## src/hw/rtl/vsu_pkg.sv

```systemverilog
// ---------------------------------------------------------------------------
// vsu_pkg: shared types and constants of the vector slerp unit
// Pipeline item record, fixed-point formats, angle constants, arctan table.
// ---------------------------------------------------------------------------
`default_nettype none

package vsu_pkg;

    localparam int FRAC_BITS    = 14;
    localparam int CORDIC_STEPS = 16;
    localparam int W_SQ         = 44;                 // radicand width (even)
    localparam int SQRT_STEPS   = W_SQ / 2;           // one root bit per cell
    localparam int DIV_STEPS    = FRAC_BITS + 1;      // quotient bits per lane
    localparam int W_REM        = 37;
    localparam int W_ANG        = 34;                 // Q30 CORDIC words
    localparam int ANG_FRAC     = 30;

    localparam logic [14:0] THR_RESET = 15'd16376;
    localparam logic        REG_THR   = 1'b0;         // register index (paddr[2])
    localparam logic [45:0] NEAR_ZERO_LEN2 = 46'd4;

    localparam logic signed [35:0] ANG_PI      = 36'sd3373259426;
    localparam logic signed [35:0] ANG_HALF_PI = 36'sd1686629713;
    localparam logic signed [35:0] ANG_TWO_PI  = 36'sd6746518852;
    localparam logic signed [33:0] CORDIC_GAIN = 34'sd652032874;

    localparam logic [29:0] ATAN_Q30 [32] = '{
        30'd843314856, 30'd497837829, 30'd263043836, 30'd133525158,
        30'd67021686,  30'd33543515,  30'd16775850,  30'd8388437,
        30'd4194282,   30'd2097149,   30'd1048575,   30'd524287,
        30'd262143,    30'd131071,    30'd65535,     30'd32767,
        30'd16383,     30'd8191,      30'd4095,      30'd2047,
        30'd1023,      30'd511,       30'd255,       30'd127,
        30'd63,        30'd31,        30'd15,        30'd8,
        30'd4,         30'd2,         30'd1,         30'd0
    };

    // One item as it travels down the chain; fields are reused by later cells.
    typedef struct packed {
        logic [2:0][15:0]       f;
        logic [2:0][15:0]       t;
        logic [14:0]            alpha;
        logic                   lin;
        logic [18:0]            dot;
        logic [2:0][49:0]       wide;
        logic [2:0][21:0]       mag;
        logic [2:0]             neg;
        logic [W_SQ-1:0]        sq_n;
        logic [W_SQ-1:0]        sq_r;
        logic [21:0]            len;
        logic                   zero;
        logic [2:0][W_REM-1:0]  rem;
        logic [2:0][14:0]       q;
        logic [2:0][15:0]       dir;
        logic [15:0]            c;
        logic [W_ANG-1:0]       cx;
        logic [W_ANG-1:0]       cy;
        logic [W_ANG-1:0]       cz;
        logic                   nrot;
        logic [16:0]            co;
        logic [16:0]            si;
    } t_item;

endpackage

`default_nettype wire

```

## src/hw/rtl/vsu_cordic_cell.sv

```systemverilog
// ---------------------------------------------------------------------------
// vsu_cordic_cell: one CORDIC micro-rotation
// Vectoring (drive y to zero) or rotation (drive z to zero) on cx/cy/cz.
// ---------------------------------------------------------------------------
`default_nettype none

module vsu_cordic_cell
    import vsu_pkg::*;
#(
    parameter int STEP   = 0,
    parameter bit VECTOR = 1'b1
) (
    input  wire logic  i_clk,
    input  wire logic  i_rst_n,
    input  wire logic  i_en,
    input  wire logic  i_vld,
    input  wire t_item i_item,
    output logic       o_vld,
    output t_item      o_item
);

    localparam logic [4:0]       AI     = 5'(STEP);
    localparam logic [W_ANG-1:0] W_ATAN = W_ANG'(ATAN_Q30[AI]);

    logic               r_vld;
    t_item              r_item;
    t_item              n_item;
    logic signed [W_ANG-1:0] w_xs;
    logic signed [W_ANG-1:0] w_ys;
    logic               w_up;

    always_comb begin
        n_item = i_item;
        w_xs   = $signed(i_item.cx) >>> STEP;
        w_ys   = $signed(i_item.cy) >>> STEP;
        if (VECTOR) begin
            w_up = $signed(i_item.cy) > 0;
        end else begin
            w_up = !i_item.cz[W_ANG-1];
        end
        if (w_up == VECTOR) begin
            n_item.cx = i_item.cx + w_ys;
            n_item.cy = i_item.cy - w_xs;
            n_item.cz = i_item.cz + W_ATAN;
        end else begin
            n_item.cx = i_item.cx - w_ys;
            n_item.cy = i_item.cy + w_xs;
            n_item.cz = i_item.cz - W_ATAN;
        end
    end

    always_ff @(posedge i_clk) begin
        if (!i_rst_n) begin
            r_vld <= 1'b0;
        end else if (i_en) begin
            r_vld <= i_vld;
        end
    end

    always_ff @(posedge i_clk) begin
        if (i_en) begin
            r_item <= n_item;
        end
    end

    assign o_vld  = r_vld;
    assign o_item = r_item;

endmodule

`default_nettype wire

```

## config.mk

```make
export PLATFORM = sky130hd
export DESIGN_NAME = vsu_cordic_cell
export DESIGN_NICKNAME = d
export VERILOG_FILES = /design/src/hw/rtl/vsu_pkg.sv /design/src/hw/rtl/vsu_cordic_cell.sv
export SDC_FILE = /design/constraint.sdc
export NUM_CORES = 1
export LEC_CHECK = 0
export BUFFER_PORTS_ARGS = -buffer_cell sky130_fd_sc_hd__buf_2
export CORE_AREA = 2 2 640 642
export DETAILED_ROUTE_END_ITERATION = 12
export DIE_AREA = 0 0 642 644
export HOLD_SLACK_MARGIN = 0.08
export PLACE_DENSITY_LB_ADDON = 0.12
export SLEW_MARGIN = 15
export SYNTH_ARGS = -nofsm -noshare
export SYNTH_HDL_FRONTEND = slang
export SYNTH_SLANG_ARGS = --single-unit
```

## constraint.sdc

```tcl
create_clock -name i_clk -period 4.2 [get_ports i_clk]
set_clock_uncertainty 0.15 [all_clocks]
set_input_delay 0.42 -clock i_clk [delete_from_list [all_inputs] [get_ports i_clk]]
set_output_delay 0.42 -clock i_clk [all_outputs]
set_load 0.01 [all_outputs]
```

==> qor.csv <==
metric,value,unit
outcome,finished clean,
drc,0,
cts.clk_slew.worst_paths,60,ps
grt_pass1_wl,356000,microns
fmax,0.253,GHz
grtUsageTotal,13.2,%
cts_tree,done,
p_per_area,393,nW/um^2
hp-class,input port to flip-flop,
drive_gt1_share,40.5,%
syn-num-nets,2847,
synthArstFlopShare,0,%
synth_area,31700,sq um
ant_nets,0,
routedWlPerCell,26.5,microns
synth_area_leaders,"edfxtp_1 77%, ha_1 5.0%, a21oi_1 2.2%",
drtIter0Drc,1883,
avgSynthCellArea,16.8,sq um
rsz0062_at_grt,no,
yosys_warnings,0,
hold_start,i_item[102],
drt_wl_total,284000,microns
arrival,4340,ps
start_kind,input port,
yosysMostFrequentCell,edfxtp_1,
via_count,30815,
slew_violations,0,
muxShareOfSynthArea,0.572,%
yosys.area.top_type,edfxtp_1,
synthTopCellsByCount,"817 x edfxtp_1, 142 x a21oi_1, 128 x ha_1",
synth_top_cell_area_share,77.3,%
grt_start_max_net_pins,99,
worstSkewPairLatency,850,ps
cts_setup_buffers,0,
area_growth,104,%
grt_pass1_vias,32234,
leakage,26.2,nW
layoutNonFillerInstCount,10696,
setup_viol,0,
place.gp.congestion,0.909,
coreArea,408000,sq um
synthCells,1893,
synth_edf_count,817,
timing.rr.start,o_vld,
synth_top_family_by_area,compound AO/OA/AOI/OAI gates,
dp_slack,-1360,ps
worst_pin_slew,855,ps
maxCapViolations,0,
worst_slack,249,ps
h-tree-depth,3,
crit_path_start,i_item[101],
grt_overflow_total,0,
dieHeight,644,microns
required,4590,ps
nNetsFinal,6051,
std_cell_rows,235,
initial_utilization,7.79,%
synth-xor-area-share,2.48,%
crit_type,input port to flip-flop,
synth_ff_type,edfxtp_1,
cts_buffers,121,
vias_per_cell,2.88,
endpoint_kind,flip-flop,
root_buffer,clkbuf_16,
yosysSeqAreaShare,77.4,%
ir_worst_vdd,0.000372,V
fin_crit_sh,94.1,%
antenna_found_initial,129,
yosys.area_share.simple,3.93,%
io_buffers,1640,
cts.sink_count,818,
synth_compound_area_share,8.35,%
die_x,642,microns
synthAdderAreaFrac,5.30,%
synth_seq_cells,818,
hpwlAfterDp,243000,microns
relSlewSlack,43.0,%
cts_buffer_depth,4,
ioPinCount,1641,
drt-pass1-iter-count,7,
nFillCells,45873,
hold_viol,0,
placed_cells,9208,
cp_max_fo,7,
die_area,413000,sq um
min_period,3950,ps
synth.distinct_cells,69,
==> state kept, by name, summed over array words and instances (netlist names) <==
signal	cells
o_item	817
o_vld	1
==> cells in the final DEF, fill, tap and decap left out, drive strengths merged, types with 6 or more instances in the layout <==
cell type,Yosys,layout
clkbuf,26,141
edfxtp,817,817
o31ai,11,11
diode,0,49
buf,17,1907
nand3,21,21
or3,8,8
a21o,47,47
a21boi,8,8
nand2b,13,13
xor2,14,14
nor2b,15,15
o21a,12,12
o211ai,17,17
dlygate4sd3,0,1217
xnor2,76,76
nor3,19,19
and3,7,7
nand2,64,64
bufinv,0,7
inv,118,126
o21ai,72,72
o21bai,24,24
clkinv,2,65
a31oi,6,6
ha,128,128
nor4,12,12
mux2i,17,17
nand4,12,12
nor2,82,82
a21oi,142,142
a211oi,14,14
==> final timing paths <==
check,end,slack [ps],cells past startpoint
max,o_item[68],250,18
max reg2reg,o_vld,2880,3
min,o_item[136],160,3
min reg2reg,o_vld,960,3
==> repair_timing <==
item | CTS | global route
hold buffers | 1217 | 0
gates cloned | 0 | 0
resized for setup | 5 | 4
endpoints found under the hold margin | 795 | 0
endpoints found under the setup margin | 10 | 4
==> kinds of logic (layout without fill, tap and decap cells) <==
logic type,after synthesis,count (layout)
other,0,49
adders and majority gates,132,132
muxes,18,18
buffers and inverters,163,3466
and+or+nand+nor,263,263
xor gates and xnor gates,90,90
AOI/OAI and AO/OA,409,409
DFF,818,818
==> power breakdown <==
| part | internal, mW | total, mW | switching [mW] |
|---|---|---|---|
| registers | 9.86 | 10.2 | 0.351 |
| clock network | 5.68 | 10.0 | 4.35 |
| logic | 2.19 | 5.24 | 3.05 |
==> routing by layer <==
metal	GRT usage (%)	share of wire, %	vias to the layer above
met5	0	0.047	-
met2	24.9	53	1239
met1	14.3	37	15474
li1	-	-	13705
met3	2.83	5.4	377
met4	4.99	4.3	20
==> stage by stage <==
step | area [sq um] | util [%] | TNS [ps] | power (mW) | hold slack (ps)
2_1_floorplan | 31700 | - | 0 | 11.5 | 369
3_3_place_gp | 48800 | 12.0 | -38250 | 14.8 | 371
3_5_place_dp | 48800 | 12.0 | -25270 | 14.8 | 371
4_1_cts | 64700 | 15.9 | 0 | 26.3 | 80.1
5_1_grt | 64800 | 15.9 | 0 | 26.7 | 103
6_report | 64900 | 15.9 | 0 | 25.5 | 162
==> final cells by class <==
class | count | area, sq um | area share, %
Antenna cell | 49 | 123 | 0.189
Clock buffer | 141 | 3100 | 4.78
Clock inverter | 81 | 631 | 0.972
Inverter | 120 | 450 | 0.694
Multi-Input combinational cell | 912 | 6630 | 10.2
Sequential cell | 818 | 24600 | 37.8
Tap cell | 5451 | 6820 | 10.5
Timing Repair Buffer | 3124 | 22600 | 34.8
==> worst max-delay path, stage by stage <==
cell	delay, ps
buf_2	130
nor4_2	350
buf_4	170
nand4_1	190
buf_4	220
nor2_1	90
a21o_2	220
inv_2	140
buf_12	160
ha_1	280
a21o_1	180
or3_1	350
o2111ai_2	250
a41oi_1	240
a311o_1	420
a221oi_1	270
o21bai_1	110
xnor2_1	140
No activity file was read; power rests on OpenSTA's default activity.
