[config.mk]
export PLATFORM = sky130hd
export DESIGN_NAME = vsu_div_cell
export DESIGN_NICKNAME = d
export VERILOG_FILES = /design/src/hw/rtl/vsu_pkg.sv /design/src/hw/rtl/vsu_div_cell.sv
export SDC_FILE = /design/constraint.sdc
export NUM_CORES = 1
export LEC_CHECK = 0
export BUFFER_PORTS_ARGS = -buffer_cell sky130_fd_sc_hd__buf_2
export CAP_MARGIN = 10
export CORE_AREA = 2 2 646 648
export DETAILED_ROUTE_END_ITERATION = 7
export DIE_AREA = 0 0 648 650
export PLACE_DENSITY = 0.31
export SYNTH_ARGS = -nofsm -noshare
export SYNTH_HDL_FRONTEND = slang
export SYNTH_SLANG_ARGS = --single-unit
export TNS_END_PERCENT = 1
[constraint.sdc]
create_clock -name i_clk -period 3 [get_ports i_clk]
set_clock_uncertainty 0.2 [all_clocks]
set_input_delay 0.15 -clock i_clk [delete_from_list [all_inputs] [get_ports i_clk]]
set_output_delay 0.15 -clock i_clk [all_outputs]
set_load 0.05 [all_outputs]
[src/hw/rtl/vsu_pkg.sv]
// ---------------------------------------------------------------------------
// vsu_pkg: shared types and constants of the vector slerp unit
// Pipeline item record, fixed-point formats, angle constants, arctan table.
// ---------------------------------------------------------------------------
`default_nettype none

package vsu_pkg;

    localparam int FRAC_BITS    = 14;
    localparam int CORDIC_STEPS = 16;
    localparam int W_SQ         = 44;                 // radicand width (even)
    localparam int SQRT_STEPS   = W_SQ / 2;           // one root bit per cell
    localparam int DIV_STEPS    = FRAC_BITS + 1;      // quotient bits per lane
    localparam int W_REM        = 37;
    localparam int W_ANG        = 34;                 // Q30 CORDIC words
    localparam int ANG_FRAC     = 30;

    localparam logic [14:0] THR_RESET = 15'd16376;
    localparam logic        REG_THR   = 1'b0;         // register index (paddr[2])
    localparam logic [45:0] NEAR_ZERO_LEN2 = 46'd4;

    localparam logic signed [35:0] ANG_PI      = 36'sd3373259426;
    localparam logic signed [35:0] ANG_HALF_PI = 36'sd1686629713;
    localparam logic signed [35:0] ANG_TWO_PI  = 36'sd6746518852;
    localparam logic signed [33:0] CORDIC_GAIN = 34'sd652032874;

    localparam logic [29:0] ATAN_Q30 [32] = '{
        30'd843314856, 30'd497837829, 30'd263043836, 30'd133525158,
        30'd67021686,  30'd33543515,  30'd16775850,  30'd8388437,
        30'd4194282,   30'd2097149,   30'd1048575,   30'd524287,
        30'd262143,    30'd131071,    30'd65535,     30'd32767,
        30'd16383,     30'd8191,      30'd4095,      30'd2047,
        30'd1023,      30'd511,       30'd255,       30'd127,
        30'd63,        30'd31,        30'd15,        30'd8,
        30'd4,         30'd2,         30'd1,         30'd0
    };

    // One item as it travels down the chain; fields are reused by later cells.
    typedef struct packed {
        logic [2:0][15:0]       f;
        logic [2:0][15:0]       t;
        logic [14:0]            alpha;
        logic                   lin;
        logic [18:0]            dot;
        logic [2:0][49:0]       wide;
        logic [2:0][21:0]       mag;
        logic [2:0]             neg;
        logic [W_SQ-1:0]        sq_n;
        logic [W_SQ-1:0]        sq_r;
        logic [21:0]            len;
        logic                   zero;
        logic [2:0][W_REM-1:0]  rem;
        logic [2:0][14:0]       q;
        logic [2:0][15:0]       dir;
        logic [15:0]            c;
        logic [W_ANG-1:0]       cx;
        logic [W_ANG-1:0]       cy;
        logic [W_ANG-1:0]       cz;
        logic                   nrot;
        logic [16:0]            co;
        logic [16:0]            si;
    } t_item;

endpackage

`default_nettype wire

[src/hw/rtl/vsu_div_cell.sv]
// ---------------------------------------------------------------------------
// vsu_div_cell: one quotient bit of three restoring dividers
// Each lane divides its remainder by the vector length, one bit per beat.
// ---------------------------------------------------------------------------
`default_nettype none

module vsu_div_cell
    import vsu_pkg::*;
#(
    parameter int BIT = 0
) (
    input  wire logic  i_clk,
    input  wire logic  i_rst_n,
    input  wire logic  i_en,
    input  wire logic  i_vld,
    input  wire t_item i_item,
    output logic       o_vld,
    output t_item      o_item
);

    localparam logic [3:0] QI = 4'(BIT);

    logic             r_vld;
    t_item            r_item;
    t_item            n_item;
    logic [W_REM-1:0] w_div;
    logic [W_REM-1:0] w_lim;
    logic             w_fit;

    always_comb begin
        n_item = i_item;
        w_div  = W_REM'(i_item.len) << BIT;
        for (int k = 0; k < 3; k++) begin
            if (i_item.rem[k] >= w_div) begin
                n_item.rem[k]    = i_item.rem[k] - w_div;
                n_item.q[k][QI]  = 1'b1;
            end
        end
    end

    always_ff @(posedge i_clk) begin
        if (!i_rst_n) begin
            r_vld <= 1'b0;
        end else if (i_en) begin
            r_vld <= i_vld;
        end
    end

    always_ff @(posedge i_clk) begin
        if (i_en) begin
            r_item <= n_item;
        end
    end

    assign o_vld  = r_vld;
    assign o_item = r_item;

    // restoring invariant: what is left is below the divisor at this weight
    assign w_lim = W_REM'(r_item.len) << BIT;
    assign w_fit = (r_item.rem[0] < w_lim) && (r_item.rem[1] < w_lim) &&
                   (r_item.rem[2] < w_lim);

    a_rem_bound: assert property (@(posedge i_clk) disable iff (!i_rst_n)
        r_vld && !r_item.zero |-> w_fit)
        else $error("divider remainder not reduced");

endmodule

`default_nettype wire

==> flow_summary.json <==
{
  "die_x_um": 648,
  "syn2layout_area_growth_pct": 127,
  "hold_viol": 13,
  "grt_pass1_vias": 32297,
  "drive_above_1_share": 0.405,
  "syn_inst": 1626,
  "grt-ovfl-total": 0,
  "dr.first_iter.drc_count": 1897,
  "synth_fp_nets": 2517,
  "fin_crit_ps": 3010,
  "multi_input_area_sq_mm": 0.00501,
  "drtPass1Iterations": 5,
  "start_kind": "input pin",
  "slew_viol_final": 0,
  "leakagePower_nw": 26.8,
  "cp-end-kind": "flip-flop",
  "cts_buffer_depth": 4,
  "cts-buffers-inserted": 119,
  "setup_slack_ps": -6.91,
  "rsz0062_at_grt": "yes",
  "fin_nets": 6150,
  "power_density_mw_per_mm2": 583,
  "synthArstFlopShare": 0,
  "synth.distinct_cells": 57,
  "worstSkewPairLatency_ps": 820,
  "cts_tree": "built",
  "ant_nets": 0,
  "synth_edf_count": 818,
  "cts_sinks": 819,
  "clk_pin_slew_ps": 60,
  "violations": "negative hold slack, negative setup slack",
  "hold_ws_ps": -562,
  "r2r_start": "o_vld",
  "period_share": 1.00,
  "portBuffers": 1640,
  "grt_pass1_wl_um": 387000,
  "netlist_top_cells_area": "edfxtp_1 83%, ha_1 2.8%, xnor2_1 1.7%, a21oi_1 1.5%, nand2_1 1.2%",
  "routed_wl_um": 319000,
  "maxCapViolCount": 0,
  "place_hpwl_um": 278000,
  "routedWlPerCell_um": 29.3,
  "grt_start_max_net_pins": 93,
  "cp-startpoint": "i_item[291]",
  "yosysTopAreaCell": "edfxtp_1",
  "cts_root_buffer": "clkbuf_16",
  "remaining_drc_errors": 0,
  "peakVddDrop_mv": 0.484,
  "design.portCount": 1641,
  "syn_avg_cell_area_sq_um": 18.3,
  "synthesis.area_sq_mm": 0.0297,
  "start_util": 0.0716,
  "synth_top_area_share": 0.827,
  "cts_setup_buffers": 0,
  "ys.warnings.count": 0,
  "synth-seq-cells": 819,
  "grt.total_usage": 0.146,
  "seqCellArea_sq_mm": 0.0246,
  "crit_required_ps": 3360,
  "slew_headroom": 0.556,
  "dieArea_sq_mm": 0.421,
  "arrival_ps": 3370,
  "via_count": 31311,
  "critPathMaxFanout": 4,
  "min_path_cells": 1,
  "hp-class": "in -> reg",
  "num_rows": 237,
  "status": "complete, but fails checks",
  "reg2reg_depth": 3,
  "setup_viol": 1,
  "fmax_mhz": 333,
  "seq_area_frac_synth": 0.828,
  "coreArea_sq_mm": 0.415,
  "fillCellCount": 46271,
  "ys.flop_type": "edfxtp_1",
  "critical_path_class": "in -> reg",
  "antenna_found_initial": 237,
  "min_from": "i_item[358]",
  "placed_cell_area_sq_mm": 0.0475,
  "fp.dieH_um": 650,
  "final_area_sq_mm": 0.0675,
  "via_per_inst": 2.87,
  "gp_congestion": 0.908,
  "worst_pin_slew_ps": 649,
  "cts_max_level": 3
}
## where the power goes
part / switching, mW / total, mW / internal [mW] / leakage, nW
registers: 0.435 / 14.2 / 13.7 / 8.02
clock network: 6.24 / 14.8 / 8.58 / 1.92
logic: 7.17 / 10.4 / 3.19 / 16.9
## cell type report
type	instances	area share
sequential	819	0.364
clock inverter	93	0.0136
timing repair buffer	3535	0.397
tap	5497	0.102
antenna	45	0.00167
clock buffer	127	0.0449
inverter	41	0.00234
multi-input combinational	743	0.0742
## critical path, cell delays in order
cell,delay (ps)
buf_2,100
dlygate4sd3_1,580
ha_1,350
buf_4,150
a21oi_1,60
o21ai_0,140
nand3_1,200
a31oi_4,270
buf_12,160
a222oi_1,90
o21a_1,250
or4_4,570
nor4_2,190
xor2_1,100
## placed cells by master (no fill, tap or decap), types with 11 or more instances in the layout
cell	count
buf_2	1639
dlygate4sd3_1	1576
edfxtp_1	818
buf_4	283
clkbuf_16	120
nand2_1	93
a21oi_1	90
nor2_1	84
ha_1	65
o21ai_0	62
xnor2_1	57
diode_2	45
xor2_1	40
inv_1	39
buf_12	30
clkinv_1	29
nand2b_1	24
a21o_1	24
clkinv_2	23
nand3_1	20
nand4_1	20
bufinv_16	15
nor4_1	14
a31oi_1	12
clkinvlp_4	11
nor3_1	11
nor2b_1	11
## sequential cells by signal, summed over array words and instances, names as in the netlist
name,count
o_vld,1
o_item,818
## logic make-up after synthesis
| family | synth area share |
|---|---|
| flops | 0.828 |
| simple gates | 0.0525 |
| compound gates | 0.0517 |
| xor+xnor | 0.0286 |
| fa+ha+maj | 0.0298 |
| buf+inv | 0.00864 |
| mux | 0.000674 |
## per-layer routing
metal / up-vias / GRT usage / part of all wire
li1: 13692 / - / -
met1: 15438 / 0.151 / 0.36
met2: 1556 / 0.257 / 0.49
met3: 581 / 0.0693 / 0.11
met4: 44 / 0.0462 / 0.043
met5: - / 0 / 0.00086
## stage by stage
stage	setup WS [ps]	TNS (ps)	total power [mW]	utilization	cells
finish	-6.91	-6.91	39.4	0.163	10900
global placement	-1470	-75580	23.2	0.115	9059
floorplan	28.7	0	18.5	-	1626
detailed placement	-1370	-70250	23.1	0.115	9059
global route	-39.8	-146	41.0	0.163	10879
CTS	-6.72	-10.6	40.4	0.162	10846
## synthesized netlist by cell type, types with 2 or more instances
cell,instances
o21bai_1,5
a21oi_1,91
a21o_1,24
nand3b_1,3
or3_1,5
clkbuf_1,16
nor3_1,12
o221a_2,2
buf_4,2
nand4_1,20
a41oi_1,2
o21ai_0,66
buf_1,3
fa_1,3
xnor2_1,57
and4_1,3
ha_1,66
nand2_1,94
nand2b_1,24
a31oi_1,13
edfxtp_1,818
a221oi_1,2
o31ai_1,10
o21a_1,4
a211oi_1,10
o31a_1,2
o211ai_1,8
o2111ai_1,4
nor4_1,18
nand3_1,20
nor3b_1,4
inv_1,41
mux2i_1,2
a21boi_0,2
nor2_1,86
xor2_1,40
and2_1,5
nand4b_1,3
or4_1,5
nor2b_1,11
and3_1,4
## path summary, 6_finish.rpt
kind | slack (ps) | endpoint
max reg2reg | 1650 | o_vld
min | -560 | o_item[358]
max | -7 | o_item[314]
min reg2reg | 890 | o_vld
## what timing repair did
action / CTS / global route
hold buffers: 1567 / 11
cloned: 0 / 0
pin swaps: 0 / 7
endpoints found under the hold margin: 1519 / 21
gates resized for setup: 3 / 28
setup endpoints to repair: 10 / 59
Power figures use the tool's default switching activity.
