--- config.mk ---
export PLATFORM = sky130hd
export DESIGN_NAME = vsu_sqrt_cell
export DESIGN_NICKNAME = d
export VERILOG_FILES = /design/src/hw/rtl/vsu_pkg.sv /design/src/hw/rtl/vsu_sqrt_cell.sv
export SDC_FILE = /design/constraint.sdc
export NUM_CORES = 1
export LEC_CHECK = 0
export CAP_MARGIN = 20
export CORE_AREA = 3 3 642 644
export CTS_CLUSTER_SIZE = 24
export DETAILED_ROUTE_END_ITERATION = 6
export DIE_AREA = 0 0 645 647
export DONT_BUFFER_PORTS = 1
export HOLD_SLACK_MARGIN = 0.06
export PLACE_DENSITY = 0.3
export SLEW_MARGIN = 20
export SYNTH_ARGS = -nofsm -noshare
export SYNTH_HDL_FRONTEND = slang
export SYNTH_SLANG_ARGS = --single-unit
--- constraint.sdc ---
create_clock -name i_clk -period 4.98 [get_ports i_clk]
set_input_delay 0.498 -clock i_clk [delete_from_list [all_inputs] [get_ports i_clk]]
set_output_delay 0.498 -clock i_clk [all_outputs]
set_load 0.01 [all_outputs]
--- src/hw/rtl/vsu_pkg.sv ---
// ---------------------------------------------------------------------------
// vsu_pkg: shared types and constants of the vector slerp unit
// Pipeline item record, fixed-point formats, angle constants, arctan table.
// ---------------------------------------------------------------------------
`default_nettype none

package vsu_pkg;

    localparam int FRAC_BITS    = 14;
    localparam int CORDIC_STEPS = 16;
    localparam int W_SQ         = 44;                 // radicand width (even)
    localparam int SQRT_STEPS   = W_SQ / 2;           // one root bit per cell
    localparam int DIV_STEPS    = FRAC_BITS + 1;      // quotient bits per lane
    localparam int W_REM        = 37;
    localparam int W_ANG        = 34;                 // Q30 CORDIC words
    localparam int ANG_FRAC     = 30;

    localparam logic [14:0] THR_RESET = 15'd16376;
    localparam logic        REG_THR   = 1'b0;         // register index (paddr[2])
    localparam logic [45:0] NEAR_ZERO_LEN2 = 46'd4;

    localparam logic signed [35:0] ANG_PI      = 36'sd3373259426;
    localparam logic signed [35:0] ANG_HALF_PI = 36'sd1686629713;
    localparam logic signed [35:0] ANG_TWO_PI  = 36'sd6746518852;
    localparam logic signed [33:0] CORDIC_GAIN = 34'sd652032874;

    localparam logic [29:0] ATAN_Q30 [32] = '{
        30'd843314856, 30'd497837829, 30'd263043836, 30'd133525158,
        30'd67021686,  30'd33543515,  30'd16775850,  30'd8388437,
        30'd4194282,   30'd2097149,   30'd1048575,   30'd524287,
        30'd262143,    30'd131071,    30'd65535,     30'd32767,
        30'd16383,     30'd8191,      30'd4095,      30'd2047,
        30'd1023,      30'd511,       30'd255,       30'd127,
        30'd63,        30'd31,        30'd15,        30'd8,
        30'd4,         30'd2,         30'd1,         30'd0
    };

    // One item as it travels down the chain; fields are reused by later cells.
    typedef struct packed {
        logic [2:0][15:0]       f;
        logic [2:0][15:0]       t;
        logic [14:0]            alpha;
        logic                   lin;
        logic [18:0]            dot;
        logic [2:0][49:0]       wide;
        logic [2:0][21:0]       mag;
        logic [2:0]             neg;
        logic [W_SQ-1:0]        sq_n;
        logic [W_SQ-1:0]        sq_r;
        logic [21:0]            len;
        logic                   zero;
        logic [2:0][W_REM-1:0]  rem;
        logic [2:0][14:0]       q;
        logic [2:0][15:0]       dir;
        logic [15:0]            c;
        logic [W_ANG-1:0]       cx;
        logic [W_ANG-1:0]       cy;
        logic [W_ANG-1:0]       cz;
        logic                   nrot;
        logic [16:0]            co;
        logic [16:0]            si;
    } t_item;

endpackage

`default_nettype wire

--- src/hw/rtl/vsu_sqrt_cell.sv ---
// ---------------------------------------------------------------------------
// vsu_sqrt_cell: one digit of a restoring integer square root
// Produces one root bit of sq_r from radicand remainder sq_n per beat.
// ---------------------------------------------------------------------------
`default_nettype none

module vsu_sqrt_cell
    import vsu_pkg::*;
#(
    parameter int STEP = 0
) (
    input  wire logic  i_clk,
    input  wire logic  i_rst_n,
    input  wire logic  i_en,
    input  wire logic  i_vld,
    input  wire t_item i_item,
    output logic       o_vld,
    output t_item      o_item
);

    localparam logic [W_SQ:0] BIT_W = (W_SQ + 1)'(1) << (W_SQ - 2 - 2 * STEP);

    logic        r_vld;
    t_item       r_item;
    t_item       n_item;
    logic [W_SQ:0] w_try;

    always_comb begin
        n_item = i_item;
        w_try  = {1'b0, i_item.sq_r} + BIT_W;
        if ({1'b0, i_item.sq_n} >= w_try) begin
            n_item.sq_n = i_item.sq_n - w_try[W_SQ-1:0];
            n_item.sq_r = (i_item.sq_r >> 1) + BIT_W[W_SQ-1:0];
        end else begin
            n_item.sq_r = i_item.sq_r >> 1;
        end
    end

    always_ff @(posedge i_clk) begin
        if (!i_rst_n) begin
            r_vld <= 1'b0;
        end else if (i_en) begin
            r_vld <= i_vld;
        end
    end

    always_ff @(posedge i_clk) begin
        if (i_en) begin
            r_item <= n_item;
        end
    end

    assign o_vld  = r_vld;
    assign o_item = r_item;

endmodule

`default_nettype wire

==> results.ini <==
[cts]
number_of_buffers_created_by_cts = 121
clock_tree.root_cell = sky130_fd_sc_hd__clkbuf_16
cts_tree = yes
clk-insertion-delay-late_ns = 0.82
clock_h_tree_levels = 3
cts.clk_slew.worst_paths_ns = 0.06
tritoncts_sink_count = 819
maximum_clock_path_buffer_count = 4

[floorplan]
dieHeight_um = 647
top_level_ports = 1641
core-area_mm2 = 0.406
initial_standard_cell_utilization_of_the_core_pct = 6.82
die-width_um = 645
core.rowCount = 234
overall_die_area_mm2 = 0.417

[drt]
drt_pre_antenna_iters = 4
drt-vias-per-instance = 2.47
drt.antenna.violating_nets = 0
route.final.wire_length_um = 302000
post-route-drc-count = 0
via_count = 19400
post_dr_wirelength_cell_um = 38.4
drtIter0Drc = 1520

[yosys]
synthDominantCellAreaShare_pct = 88.6
synthesis.area_mm2 = 0.0277
yosys.cell_count.top_type = sky130_fd_sc_hd__edfxtp_1
synth.yosys.warnings = 0
gate_count_of_the_mapped_netlist = 1321
synth_seq_area_share_pct = 88.7
postSynthRegisterBits = 819
post-synth-top-area-cell = sky130_fd_sc_hd__edfxtp_1
post_synth_num_cell_types = 52
synth_async_sr_flop_share_pct = 0
syn-mean-instance-area_um2 = 21.0
synth_flop_cell = sky130_fd_sc_hd__edfxtp_1
post_synth_edffs = 818
post_synth_most_frequent_cells = 818 x sky130_fd_sc_hd__edfxtp_1, 85 x sky130_fd_sc_hd__a21oi_1, 70 x sky130_fd_sc_hd__nor2_1
net_count_synth = 2189
synth.top_cells.by_area = sky130_fd_sc_hd__edfxtp_1 89%, sky130_fd_sc_hd__ha_1 2.0%, sky130_fd_sc_hd__a21oi_1 1.5%

[place]
port_buffers = 0
hpwlAfterDp_um = 256000
gp_routability_congestion = 0.937
dpl.cell_count = 6741

[cells_and_area]
share_of_final_layout_standard_cells_stronger_than_drive_strength_1_pct = 9.25
layout.core_utilization_pct = 11.6
fillerInstances = 46000
total_number_of_nets_in_the_final_design = 3132
finish.cell_count_without_fillers = 7857
area_delta_synth_final_pct = 70.4

[power_and_ir_drop]
power.density_mw_per_mm2 = 434
peak_supply_drop_mv = 0.306
p_leak_uw = 0.0151

[grt]
grt_start_max_net_pins = 820
antenna_found_initial = 367
globalRoute.totalOverflow = 0
grt_first_pass_wirelength_um = 342000
number_of_global_route_vias_before_repair = 18700
gr-usage-all-layers_pct = 13.8

[run_status]
outcome = finished clean

[timing]
final-hold-violation-count = 0
clock_skew_ns = 0
slew_limit_headroom_pct = 35.6
post-route-min-period_ns = 3.64
timing_max_transition_violations_final = 0
worst_slew_pin_slew_ns = 0.965
setup_viol = 0
post-route-period-util_pct = 73.1
rsz_0062_raised_after_global_routing = false
clock.fmax_mhz = 275
fin_setup_tns_ns = 0

[setup_path]
worst-endpoint-required_ns = 5.59
worst_ep_arrival_time_ns = 4.25
criticalPathCategory = in2reg
timing.critical_path.slowest_stage_cell = sky130_fd_sc_hd__dlygate4sd3_1
critical_path.top_delay_family = simple AND/OR/NAND/NOR gates
setup.worst_path.start_class = input port
crit_fanout = 5
worstSetupEndpointType = flip-flop
timing.critical_path.slowest_cell_delay_ns = 0.55
path_cells = dlygate4sd3_1 > inv_1 > ha_1 > fa_1 > nand2b_1 > a21oi_1 > buf_4 > nor3b_1 > o31ai_1 > buf_4 > a211o_1 > a21oi_1 > nor3_1 > or3_1 > a31o_2
bufs_and_invs_on_worst_path = 4

[run]
max_cap_viol_count = 0

[min_path]
hold_crit_class = in2reg

## logic make-up after synthesis
family                   Yosys count  synth area share (%)
AO/OA/AOI/OAI                    184                  4.10
XOR/XNOR                          40                  1.26
adder cells (fa/ha/maj)           46                  2.10
buffers and inverters             68                 0.993
flip-flops                       819                  88.7
multiplexers                       8                 0.316
AND/OR/NAND/NOR                  156                  2.55
## per-stage QoR
stage | instance area, um2 | setup slack [ns] | hold WS, ns | total power, uW
6_report | 47200 | 1.34 | 0.0966 | 20500
5_1_grt | 47100 | 1.19 | 0.0790 | 21500
3_5_place_dp | 34500 | 0.966 | 0.597 | 10500
4_1_cts | 46900 | 1.36 | -0.328 | 21000
3_3_place_gp | 34500 | 1.03 | 0.597 | 10600
2_1_floorplan | 27700 | 1.84 | 0.538 | 9220
## what timing repair did
action                                 in CTS  in global routing
resized for setup                           0                  0
hold buffers                              820                  2
endpoints found under the hold margin    1025                 66
setup buffers                               0                  0
## cell type report
cell class / instances / area (um2) / area share (%)
diodes: 71 / 178 / 0.376
repair buffers: 836 / 8480 / 18.0
well taps: 5428 / 6790 / 14.4
multi-input cells: 434 / 2860 / 6.06
inverters: 52 / 195 / 0.413
clock inverters: 86 / 1090 / 2.30
clock buffers: 131 / 3070 / 6.49
flip-flops and latches: 819 / 24600 / 52.0
## report_power, final
part           internal [uW]  leakage [uW]  switching (uW)
combinational            653       0.00506             812
clock                   5500       0.00200            3820
sequential              8290       0.00801            1450
total                  14500        0.0151            6080
## final timing paths
path	startpoint	endpoint	slack [ns]	depth (start not counted)
max	i_item[424]	o_item[466]$_DFFE_PP_	1.34	15
min	i_en	o_item[716]$_DFFE_PP_	0.1	1
max reg2reg	o_vld$_SDFFE_PN0P_	o_vld$_SDFFE_PN0P_	3.50	3
min reg2reg	o_vld$_SDFFE_PN0P_	o_vld$_SDFFE_PN0P_	1.31	3
## sequential cells by signal (all words and copies together) (netlist names)
name / count
o_item: 818
o_vld: 1
## cells in the final DEF (no fill, tap or decap), types with 4 or more instances in the layout
cell type,synthesis,routed
sky130_fd_sc_hd__bufinv_16,0,20
sky130_fd_sc_hd__clkinv_1,0,12
sky130_fd_sc_hd__nor2_1,70,70
sky130_fd_sc_hd__clkinvlp_4,0,11
sky130_fd_sc_hd__nor3_1,7,7
sky130_fd_sc_hd__clkbuf_1,8,10
sky130_fd_sc_hd__nand4_1,8,8
sky130_fd_sc_hd__o31ai_1,7,7
sky130_fd_sc_hd__buf_16,0,7
sky130_fd_sc_hd__inv_1,52,52
sky130_fd_sc_hd__a211oi_1,4,4
sky130_fd_sc_hd__xnor2_1,25,25
sky130_fd_sc_hd__ha_1,45,45
sky130_fd_sc_hd__inv_6,0,8
sky130_fd_sc_hd__clkbuf_16,0,121
sky130_fd_sc_hd__nand3_1,5,5
sky130_fd_sc_hd__nand2b_1,5,5
sky130_fd_sc_hd__and2_1,6,6
sky130_fd_sc_hd__nand2_1,35,35
sky130_fd_sc_hd__dlygate4sd3_1,0,821
sky130_fd_sc_hd__a21oi_1,85,85
sky130_fd_sc_hd__clkinv_4,0,13
sky130_fd_sc_hd__o21bai_1,8,8
sky130_fd_sc_hd__buf_4,4,7
sky130_fd_sc_hd__a21o_1,20,20
sky130_fd_sc_hd__nor4_1,4,4
sky130_fd_sc_hd__diode_2,0,71
sky130_fd_sc_hd__xor2_1,15,15
sky130_fd_sc_hd__a31oi_1,8,8
sky130_fd_sc_hd__clkinv_2,0,16
sky130_fd_sc_hd__o21ai_0,20,20
sky130_fd_sc_hd__o21a_1,8,8
sky130_fd_sc_hd__edfxtp_1,818,818
sky130_fd_sc_hd__mux2_2,4,4
## layer usage
metal,up-vias,share of wire (%),GRT usage (%)
met5,-,0.11,0
met4,48,3.8,3.34
met3,837,14,8.30
met2,1830,50,24.9
met1,9507,33,13.3
li1,7187,-,-
## worst reg2reg max path, cell delays in order (launching register included)
cell	delay [ns]
sky130_fd_sc_hd__dfxtp_1	0.61
sky130_fd_sc_hd__mux2i_1	0.13
sky130_fd_sc_hd__nor2b_1	0.13
sky130_fd_sc_hd__dlygate4sd3_1	0.54
Note: power is estimated with default switching activity, not from simulation.
